===== config.mk =====
export PLATFORM = sky130hd
export DESIGN_NAME = trailing_silence_trim_finder
export DESIGN_NICKNAME = d
export VERILOG_FILES = /design/src/sv/tstf_pkg.sv /design/src/sv/trailing_silence_trim_finder.sv
export SDC_FILE = /design/constraint.sdc
export NUM_CORES = 1
export LEC_CHECK = 0
export BUFFER_PORTS_ARGS = -buffer_cell sky130_fd_sc_hd__buf_2
export CAP_MARGIN = 10
export CORE_ASPECT_RATIO = 0.8
export CORE_UTILIZATION = 50
export DETAILED_ROUTE_END_ITERATION = 8
export PLACE_DENSITY = 0.77
export SYNTH_ARGS = -nofsm -noshare
export SYNTH_HDL_FRONTEND = slang
export SYNTH_SLANG_ARGS = --single-unit

===== constraint.sdc =====
create_clock -name i_clk -period 12.47 [get_ports i_clk]
set_input_delay 3.1175 -clock i_clk [delete_from_list [all_inputs] [get_ports i_clk]]
set_output_delay 3.1175 -clock i_clk [all_outputs]
set_load 0.01 [all_outputs]

===== src/sv/tstf_pkg.sv =====
package tstf_pkg;

    // Largest run and window the datapath is sized for.
    localparam int MAX_LENGTH = 65536;
    localparam int MAX_WINDOW = 1024;

    // Fixed field and register widths.
    localparam int SAMPLE_W = 16;
    localparam int END_W    = 17;
    localparam int CFG_LEN_W   = 17;
    localparam int CFG_WIN_W   = 11;
    localparam int CFG_LEVEL_W = 15;
    localparam int CFG_DATA_W  = 17;
    localparam int CFG_IDX_W   = 2;

    // Derived datapath widths.
    localparam int LEN_W  = $clog2(MAX_LENGTH + 1);
    localparam int POS_W  = $clog2(MAX_LENGTH);
    localparam int WIN_W  = $clog2(MAX_WINDOW + 1);
    localparam int FILL_W = (MAX_WINDOW > 1) ? $clog2(MAX_WINDOW) : 1;
    localparam int MAG_W  = SAMPLE_W + 1;
    localparam int MAG_MAX = 32768;
    localparam int SUM_W  = $clog2(MAX_WINDOW * MAG_MAX + 1);
    localparam int CNT_W  = $clog2(LEN_W + 1);

    // Register indexes on the configuration port.
    localparam logic [CFG_IDX_W-1:0] CFG_SAMPLE_LENGTH   = 2'd0;
    localparam logic [CFG_IDX_W-1:0] CFG_WINDOW_LENGTH   = 2'd1;
    localparam logic [CFG_IDX_W-1:0] CFG_LEVEL_THRESHOLD = 2'd2;

    // Register reset values.
    localparam logic [CFG_LEN_W-1:0]   RST_SAMPLE_LENGTH   = 17'd65536;
    localparam logic [CFG_WIN_W-1:0]   RST_WINDOW_LENGTH   = 11'd100;
    localparam logic [CFG_LEVEL_W-1:0] RST_LEVEL_THRESHOLD = 15'd983;

    typedef enum logic [1:0] {
        ST_LOAD,
        ST_DIV,
        ST_FIN,
        ST_RUN
    } t_state;

endpackage


===== src/sv/trailing_silence_trim_finder.sv =====
// Trailing silence trim finder.
//
// Samples arrive on the slave stream, one signed 16-bit sample per request.
// A run of sample_length samples is cut into windows of window_length
// samples, aligned so that the last window ends on the last sample. Windows
// starting at index 0 or in a leading partial chunk are ignored. On the last
// sample of a run the master stream carries one request: the end index of
// the latest window whose absolute-sum exceeds level_threshold * window_length,
// or 0 when no window is loud. Other samples produce nothing.
//
// Throughput is one sample per cycle while tready is high: the absolute value,
// window sum and threshold compare all happen between the run state registers.
// The result is valid on the master side in the cycle after the last sample.
//
// After reset and after every configuration write the block steps through
// load, 17 remainder steps and finish to compute where the first judged window
// starts, with tready low; this remainder unit is a bit-serial divider.
// A configuration write restarts the run. When the receiver stalls, the result
// holds in the output register; further samples are still taken until the
// last sample of the next run would need that register.
module trailing_silence_trim_finder (
    input  logic                                  i_clk,
    input  logic                                  i_rst_n,
    // Slave stream: tdata[15:0] = sample
    input  logic                                  i_s_axis_tvalid,
    output logic                                  o_s_axis_tready,
    input  logic [15:0]                           i_s_axis_tdata,
    // Master stream: tdata[16:0] = end_index, tdata[23:17] = zero
    output logic                                  o_m_axis_tvalid,
    input  logic                                  i_m_axis_tready,
    output logic [23:0]                           o_m_axis_tdata,
    // Configuration write port
    input  logic                                  i_cfg_we,
    input  logic [tstf_pkg::CFG_IDX_W-1:0]        i_cfg_index,
    input  logic [tstf_pkg::CFG_DATA_W-1:0]       i_cfg_data
);
    import tstf_pkg::*;

    // Configuration registers.
    logic [CFG_LEN_W-1:0]   r_cfg_len;
    logic [CFG_WIN_W-1:0]   r_cfg_win;
    logic [CFG_LEVEL_W-1:0] r_cfg_level;

    // Setup sequencer and remainder unit.
    t_state             r_state, n_state;
    logic [CNT_W-1:0]   r_cnt;
    logic [LEN_W-1:0]   r_dvd;
    logic [WIN_W-1:0]   r_rem;

    // Values derived once per configuration.
    logic [WIN_W-1:0]   r_first_start;
    logic [SUM_W-1:0]   r_limit;
    logic [FILL_W-1:0]  r_win_m1;
    logic [POS_W-1:0]   r_last_pos;

    // Run state.
    logic [POS_W-1:0]   r_pos;
    logic [FILL_W-1:0]  r_fill;
    logic [SUM_W-1:0]   r_sum;
    logic [LEN_W-1:0]   r_found;

    // Output register.
    logic               r_out_valid;
    logic [LEN_W-1:0]   r_out_end;

    logic [LEN_W-1:0]   eff_len;
    logic [WIN_W-1:0]   eff_win;
    logic               cfg_hit;
    logic [WIN_W:0]     trial;
    logic               s_accept;
    logic               is_last;
    logic               judging;
    logic [MAG_W-1:0]   mag;
    logic [SUM_W-1:0]   sum_n;
    logic [LEN_W-1:0]   found_n;

    // Clamp the raw registers to the supported ranges.
    always_comb begin
        if (r_cfg_len == '0) begin
            eff_len = LEN_W'(1);
        end else if (32'(r_cfg_len) > MAX_LENGTH) begin
            eff_len = LEN_W'(MAX_LENGTH);
        end else begin
            eff_len = LEN_W'(r_cfg_len);
        end
        if (r_cfg_win == '0) begin
            eff_win = WIN_W'(1);
        end else if (32'(r_cfg_win) > MAX_WINDOW) begin
            eff_win = WIN_W'(MAX_WINDOW);
        end else begin
            eff_win = WIN_W'(r_cfg_win);
        end
    end

    assign cfg_hit = i_cfg_we && (i_cfg_index == CFG_SAMPLE_LENGTH ||
                                  i_cfg_index == CFG_WINDOW_LENGTH ||
                                  i_cfg_index == CFG_LEVEL_THRESHOLD);

    always_ff @(posedge i_clk) begin
        if (!i_rst_n) begin
            r_cfg_len   <= RST_SAMPLE_LENGTH;
            r_cfg_win   <= RST_WINDOW_LENGTH;
            r_cfg_level <= RST_LEVEL_THRESHOLD;
        end else if (i_cfg_we) begin
            unique case (i_cfg_index)
                CFG_SAMPLE_LENGTH:   r_cfg_len   <= i_cfg_data[CFG_LEN_W-1:0];
                CFG_WINDOW_LENGTH:   r_cfg_win   <= i_cfg_data[CFG_WIN_W-1:0];
                CFG_LEVEL_THRESHOLD: r_cfg_level <= i_cfg_data[CFG_LEVEL_W-1:0];
                default: begin
                end
            endcase
        end
    end

    // Sequencer: after reset or a write, compute the run length modulo the
    // window length one dividend bit per cycle, then derive the constants.
    always_ff @(posedge i_clk) begin
        if (!i_rst_n) begin
            r_state <= ST_LOAD;
        end else begin
            r_state <= n_state;
        end
    end

    always_comb begin
        n_state = r_state;
        unique case (r_state)
            ST_LOAD: n_state = ST_DIV;
            ST_DIV:  if (r_cnt == CNT_W'(1)) n_state = ST_FIN;
            ST_FIN:  n_state = ST_RUN;
            ST_RUN:  n_state = ST_RUN;
            default: n_state = ST_LOAD;
        endcase
        if (cfg_hit) begin
            n_state = ST_LOAD;
        end
    end

    assign trial = {r_rem, r_dvd[LEN_W-1]};

    always_ff @(posedge i_clk) begin
        unique case (r_state)
            ST_LOAD: begin
                r_dvd <= eff_len;
                r_rem <= '0;
                r_cnt <= CNT_W'(LEN_W);
            end
            ST_DIV: begin
                r_dvd <= {r_dvd[LEN_W-2:0], 1'b0};
                r_cnt <= r_cnt - CNT_W'(1);
                if (trial >= {1'b0, eff_win}) begin
                    r_rem <= WIN_W'(trial - {1'b0, eff_win});
                end else begin
                    r_rem <= WIN_W'(trial);
                end
            end
            ST_FIN: begin
                // A run no longer than a window, or a whole number of windows,
                // starts judging at one window in.
                if (32'(eff_win) >= 32'(eff_len) || r_rem == '0) begin
                    r_first_start <= eff_win;
                end else begin
                    r_first_start <= r_rem;
                end
                r_limit    <= SUM_W'(r_cfg_level) * SUM_W'(eff_win);
                r_win_m1   <= FILL_W'(eff_win - WIN_W'(1));
                r_last_pos <= POS_W'(eff_len - LEN_W'(1));
            end
            default: begin
            end
        endcase
    end

    // Sample path.
    assign is_last  = (r_pos == r_last_pos);
    assign o_s_axis_tready = (r_state == ST_RUN) && !cfg_hit &&
                             (!r_out_valid || i_m_axis_tready || !is_last);
    assign s_accept = i_s_axis_tvalid && o_s_axis_tready;

    assign mag = i_s_axis_tdata[SAMPLE_W-1] ?
                 (MAG_W'(0) - {1'b1, i_s_axis_tdata}) :
                 {1'b0, i_s_axis_tdata};
    assign judging = (32'(r_pos) >= 32'(r_first_start));
    assign sum_n   = r_sum + SUM_W'(mag);

    always_comb begin
        found_n = r_found;
        if (judging && r_fill == r_win_m1 && sum_n > r_limit) begin
            found_n = LEN_W'(r_pos) + LEN_W'(1);
        end
    end

    always_ff @(posedge i_clk) begin
        if (!i_rst_n || cfg_hit) begin
            r_pos   <= '0;
            r_fill  <= '0;
            r_sum   <= '0;
            r_found <= '0;
        end else if (s_accept) begin
            if (is_last) begin
                r_pos   <= '0;
                r_fill  <= '0;
                r_sum   <= '0;
                r_found <= '0;
            end else begin
                r_pos   <= r_pos + POS_W'(1);
                r_found <= found_n;
                if (judging) begin
                    if (r_fill == r_win_m1) begin
                        r_fill <= '0;
                        r_sum  <= '0;
                    end else begin
                        r_fill <= r_fill + FILL_W'(1);
                        r_sum  <= sum_n;
                    end
                end
            end
        end
    end

    // Output register: loaded on the last sample, freed when taken.
    always_ff @(posedge i_clk) begin
        if (!i_rst_n) begin
            r_out_valid <= 1'b0;
        end else if (s_accept && is_last) begin
            r_out_valid <= 1'b1;
        end else if (i_m_axis_tready) begin
            r_out_valid <= 1'b0;
        end
    end

    always_ff @(posedge i_clk) begin
        if (s_accept && is_last) begin
            r_out_end <= found_n;
        end
    end

    assign o_m_axis_tvalid = r_out_valid;
    assign o_m_axis_tdata  = {7'b0, END_W'(r_out_end)};

endmodule

==> Word level (Yosys, flattened, before mapping) <==
Cells that the tools add are included.
{ "classes": {"bitwise": 1, "n_reduce_logical": 31, "mul": 1, "magnitude_cmp": 6, "n_eq_ne": 9, "add_sub_neg": 9, "n_mux": 23} }
{ "ops": {"columns": ["cell", "count"], "rows": [
  ["$mux W17", 5],
  ["$mux W26", 3],
  ["$mux W11", 4],
  ["$pmux W17 S2", 1],
  ["$mux W10", 3],
  ["$add A26 B17 Y26", 1],
  ["$gt A26 B26 Y1", 1],
  ["$mul A15 B11 Y26", 1],
  ["$logic_not A11 Y1", 2],
  ["$pmux W11 S2", 1],
  ["$add A16 B1 Y17 const B", 1],
  ["$ge A11 B17 Y1", 1],
  ["$gt A17 B17 Y1 const B", 1],
  ["$logic_not A17 Y1", 1],
  ["$sub A1 B17 Y17 const A", 1],
  ["$add A16 B1 Y16 const B", 1],
  ["$eq A16 B16 Y1", 1],
  ["$ge A16 B11 Y1", 1],
  ["$mux W16", 1],
  ["$sub A16 B1 Y16 const B", 1],
  ["$ge A12 B11 Y1", 1],
  ["$gt A11 B11 Y1 const B", 1],
  ["$sub A11 B11 Y11", 1],
  ["$add A10 B1 Y10 const B", 1],
  ["19 further kinds", 44]
]} }
{ "totals": {"register_bits": 228, "in_bits": 40, "out_inout_bits": 26, "word_cells": 97} }

==> Longest topological paths before layout <==
{ "depth": {"word_depth": 10, "ltp_mapped": 26, "mapped_depth_nobuf": 24} }

==> Least setup slack after synthesis <==
OpenSTA, ideal clock, no wires.
{ "synth_timing": {"path_type": "input to register", "from": "in i_s_axis_tdata[6]", "to": "reg r_out_end[10] (data pin)", "setup_time_ns": 0.260, "path_buffers": 2, "t_arrival_ns": 8.221, "required_ns": 12.210, "path_stages": 22, "setup_slack_ns": 3.989, "cell_sequence": "or4_1 -> or3_1 -> or3_1 -> o41ai_2 -> xnor2_1 -> ha_1 -> a21o_1 -> a21o_1 -> a21o_1 -> a21oi_1 -> o21ai_0 -> o21ai_0 -> xnor2_1 -> ha_1 -> nand4_1 -> or2_2 -> nor3_1 -> a211oi_1 -> nor3_1 -> buf_2 -> buf_2 -> mux2_2"} }
{ "synth_via": {"elab_chain_cells": 6} }
{ "synth_rtl": {"columns": ["item", "line_no", "rtl"], "rows": [
  ["start: declaration", "trailing_silence_trim_finder.sv:27", "input logic [15:0] i_s_axis_tdata,"],
  ["$sub A1 B17 Y17", "trailing_silence_trim_finder.sv:181", "(MAG_W'(0) - {1'b1, i_s_axis_tdata}) :"],
  ["$mux W17 (*)", "trailing_silence_trim_finder.sv:180", "assign mag = i_s_axis_tdata[SAMPLE_W-1] ?"],
  ["$add A26 B17 Y26 (*)", "trailing_silence_trim_finder.sv:184", "assign sum_n = r_sum + SUM_W'(mag);"],
  ["$gt A26 B26 Y1 (*)", "trailing_silence_trim_finder.sv:188", "if (judging && r_fill == r_win_m1 && sum_n > r_limit) begin"],
  ["$logic_and A1 B1 Y1 (*)", "trailing_silence_trim_finder.sv:188", null],
  ["$mux W17 (*)", "trailing_silence_trim_finder.sv:188", null],
  ["net found_n[10]", "trailing_silence_trim_finder.sv:75", "logic [LEN_W-1:0] found_n;"],
  ["end signal: assignment", "trailing_silence_trim_finder.sv:234", "r_out_end <= found_n;"],
  ["end: declaration", "trailing_silence_trim_finder.sv:64", "logic [LEN_W-1:0] r_out_end;"]
]} }
The timed path passes the listed nets; every way through them passes the cells marked *.
A chain may end at the register's enable or synchronous reset.

==> Worst setup path after layout <==
{ "layout_timing": {"from": "in i_s_axis_tdata[6]", "to": "reg r_found[15]"} }
{ "layout_via": {"elab_chain_cells": 7} }
{ "layout_rtl": {"columns": ["item", "line_no", "rtl"], "rows": [
  ["$sub A1 B17 Y17", "trailing_silence_trim_finder.sv:181", null],
  ["$mux W17 (*)", "trailing_silence_trim_finder.sv:180", null],
  ["$add A26 B17 Y26 (*)", "trailing_silence_trim_finder.sv:184", null],
  ["$gt A26 B26 Y1 (*)", "trailing_silence_trim_finder.sv:188", null],
  ["$logic_and A1 B1 Y1 (*)", "trailing_silence_trim_finder.sv:188", null],
  ["$mux W17 (*)", "trailing_silence_trim_finder.sv:188", null],
  ["$mux W17 (*)", "trailing_silence_trim_finder.sv:200", "if (is_last) begin"],
  ["end signal: assignment", "trailing_silence_trim_finder.sv:207", "r_found <= found_n;"],
  ["end: declaration", "trailing_silence_trim_finder.sv:60", "logic [LEN_W-1:0] r_found;"]
]} }
Mark *: on every way between the ends. The rest lies on a longest branch, timed or not.

==> flow_summary.ini <==
[global_routing]
grt_pass1_wl_mm = 70.4
grt_pass1_vias = 13781
overflow = 0
track_usage = 0.228
grt_antenna_before_repair = 0
grt_max_degree = 64

[sta]
fin_skew_ps = 17.1
fin_tns_setup_ps = 0
finalHoldViolCount = 0
fin_crit_sh = 0.701
period_minus_slack_ps = 8740
rsz0062_at_grt = false
setup_viol = 0
slew_violations = 0
worst_slew_pin_slew_ps = 1150
slew_headroom = 0.229
fmax_ghz = 0.114
hold_ws_ps = 462

[placed_design]
hpwlAfterDp_mm = 31.6
port_buffers = 58
gp_congestion = 0.910

[clocking]
cts.clk_slew.worst_paths_ps = 60
cts_max_level = 1
insertion_delay_ps = 540
post_cts_buffers = 0
cts_buffers = 23
cts_tree = built
cts-hold-fix-buffers = 0
clockRootBuffer = clkbuf_16
clkSinkCount = 228
cts_buffer_depth = 3
cts-resized-gates = 0

[route]
firstDrtPassIters = 7
ant_nets = 0
vias_per_cell = 5.69
drc = 1
wl_per_cell_um = 16.8
num_vias = 14235
wl_mm = 42.0
drt_iter0_drc = 1213

[synth]
syn_inst = 1998
synth_edf_count = 113
synth.distinct_cells = 72
muxShareOfSynthArea = 0.0197
synth_flop_cell = dfxtp_1
syn-cell-area_mm2 = 0.0182
synth-simple-area-share = 0.185
synth_compound_area_frac = 0.126
yosys_register_bits = 228
yosys_warnings = 0
synth-xor-area-share = 0.0539
synth_top_family_by_area = adder cells
synth-adder-area-share = 0.231
synth-async-reset-ratio = 0
yosysSeqAreaShare = 0.313
syn_avg_cell_area_um2 = 9.11

[die]
ios = 66
initial_core_util = 0.508
dieArea_mm2 = 0.0372
core_area_mm2 = 0.0358
die_y_um = 173
core.rowCount = 62
die_w_um = 215

[power_and_ir_drop]
power_mw = 2.62
leakagePower_nw = 8.67
vdd_drop_max_mv = 0.127
p_per_area_mw_per_mm2 = 134

[status]
violations = design-rule violations
outcome = complete, but fails checks

[worst_setup_path]
end_kind = register
worstPathMaxFanout = 20
start_kind = input pin
setup.worst_path.start = i_s_axis_tdata[6]
critical_path_required_ps = 12950
r2r-start = r_cfg_win[10]
crit_arrival_ps = 9220
critPathKind = input pin to register

[job]
max-cap-violations = 0

[layout]
drive_gt1_frac = 0.0812
final_common_cell = nand2_1
num_antenna_cells = 0
nets = 2308
areaGrowthSynthToFinish_pct = 7.99
final_cell_mix = 266 x nand2_1, 220 x inv_1, 147 x ha_1
nFillCells = 3166

[min_path]
hold_path.class = register to register
holdCritStartpoint = r_sum[0]
## per-layer routing
metal | GRT usage | wire length [um]
met4 | 0.0390 | 600
met1 | 0.355 | 21000
met5 | 0 | 0
met3 | 0.0276 | 2610
met2 | 0.341 | 17800
## sequential cells by signal, indices dropped and copies added (netlist names), 15 cells and up
name,flops
r_sum,26
r_found,17
r_out_end,17
r_cfg_len,17
r_last_pos,16
r_limit,26
r_dvd,17
r_pos,16
r_cfg_level,15
## synth_stat cells, types with 4 or more instances
cell	count	share of area
mux2_2	22	0.014
a21boi_0	35	0.014
nor3b_1	6	0.0025
and2_1	90	0.031
o211ai_1	7	0.0029
a2111oi_0	5	0.0024
o21ai_0	68	0.019
or3_1	10	0.0034
o21a_1	8	0.0033
ha_1	147	0.10
a31oi_1	13	0.0045
nand3_1	54	0.015
inv_1	220	0.045
nand2b_1	27	0.0093
nor2_1	91	0.019
buf_4	11	0.0045
or2_2	8	0.0028
clkbuf_1	76	0.016
a32o_1	8	0.0044
dfxtp_1	115	0.13
nand4_1	21	0.0072
a21o_1	34	0.014
a22o_1	21	0.010
xor2_1	20	0.0096
and3_1	18	0.0062
buf_2	16	0.0044
xnor2_1	92	0.044
a21oi_1	82	0.023
a22oi_1	10	0.0041
nor4_1	11	0.0038
nand3b_1	7	0.0029
nor2b_1	26	0.0089
or4_1	11	0.0045
a211oi_1	10	0.0041
fa_1	118	0.13
o31ai_1	11	0.0045
edfxtp_1	113	0.19
mux2i_1	11	0.0061
o22ai_1	4	0.0014
nand2_1	266	0.055
nor3_1	29	0.0080
## where the power goes
group          internal (mW)  switching [mW]
clock                  0.449           0.302
sequential             0.853          0.0362
combinational          0.419           0.566
total                   1.72           0.904
## metrics by stage
step,std cells,setup slack [ps],util,instance area (um^2)
2_1_floorplan,2005,3990,-,18200
3_3_place_gp,2457,3350,0.525,18800
3_5_place_dp,2457,3250,0.525,18800
4_1_cts,2499,3790,0.548,19600
5_1_grt,2500,3230,0.548,19700
6_report,2500,3730,0.548,19700
## layout make-up
| class | instances | area, um^2 | share of cell area |
|---|---|---|---|
| multi-input cells | 1450 | 11300 | 0.573 |
| flip-flops and latches | 228 | 5700 | 0.290 |
| inverters | 220 | 826 | 0.0420 |
| clock buffers | 35 | 693 | 0.0353 |
| well taps | 480 | 601 | 0.0306 |
| repair buffers | 80 | 455 | 0.0232 |
| clock inverters | 7 | 125 | 0.00637 |
## critical path: stages
cell and delay, ps:
buf_2 110, or4_1 550, or3_1 370, or3_1 420, o21ai_0 210, xnor2_1 160
ha_1 320, a21o_1 200, a2111oi_0 420, o21ai_0 160, o22a_1 370, nand4_1 220
xnor2_1 80, ha_1 290, nand4_1 140, or2_2 340, nor3_1 270, a211oi_1 140
nor3_2 190, buf_4 310, and3_1 600, a22o_1 220
## final timing paths
path                 end  slack, ps  cells after the start
min reg2reg     r_sum[0]        460                      2
max reg2reg  r_limit[24]       6010                     20
max          r_found[15]       3730                     22
min             r_sum[0]        460                      2
## cell families (layout without fill, tap and decap cells)
| kind of cell | count (synthesis) | count (layout) |
|---|---|---|
| simple gates | 686 | 686 |
| compound gates | 346 | 346 |
| buf+inv | 327 | 342 |
| fa+ha+maj | 265 | 265 |
| flops | 228 | 228 |
| xor+xnor | 112 | 112 |
| mux | 33 | 33 |
| other cells | 1 | 8 |
Note: power is estimated with default switching activity, not from simulation.
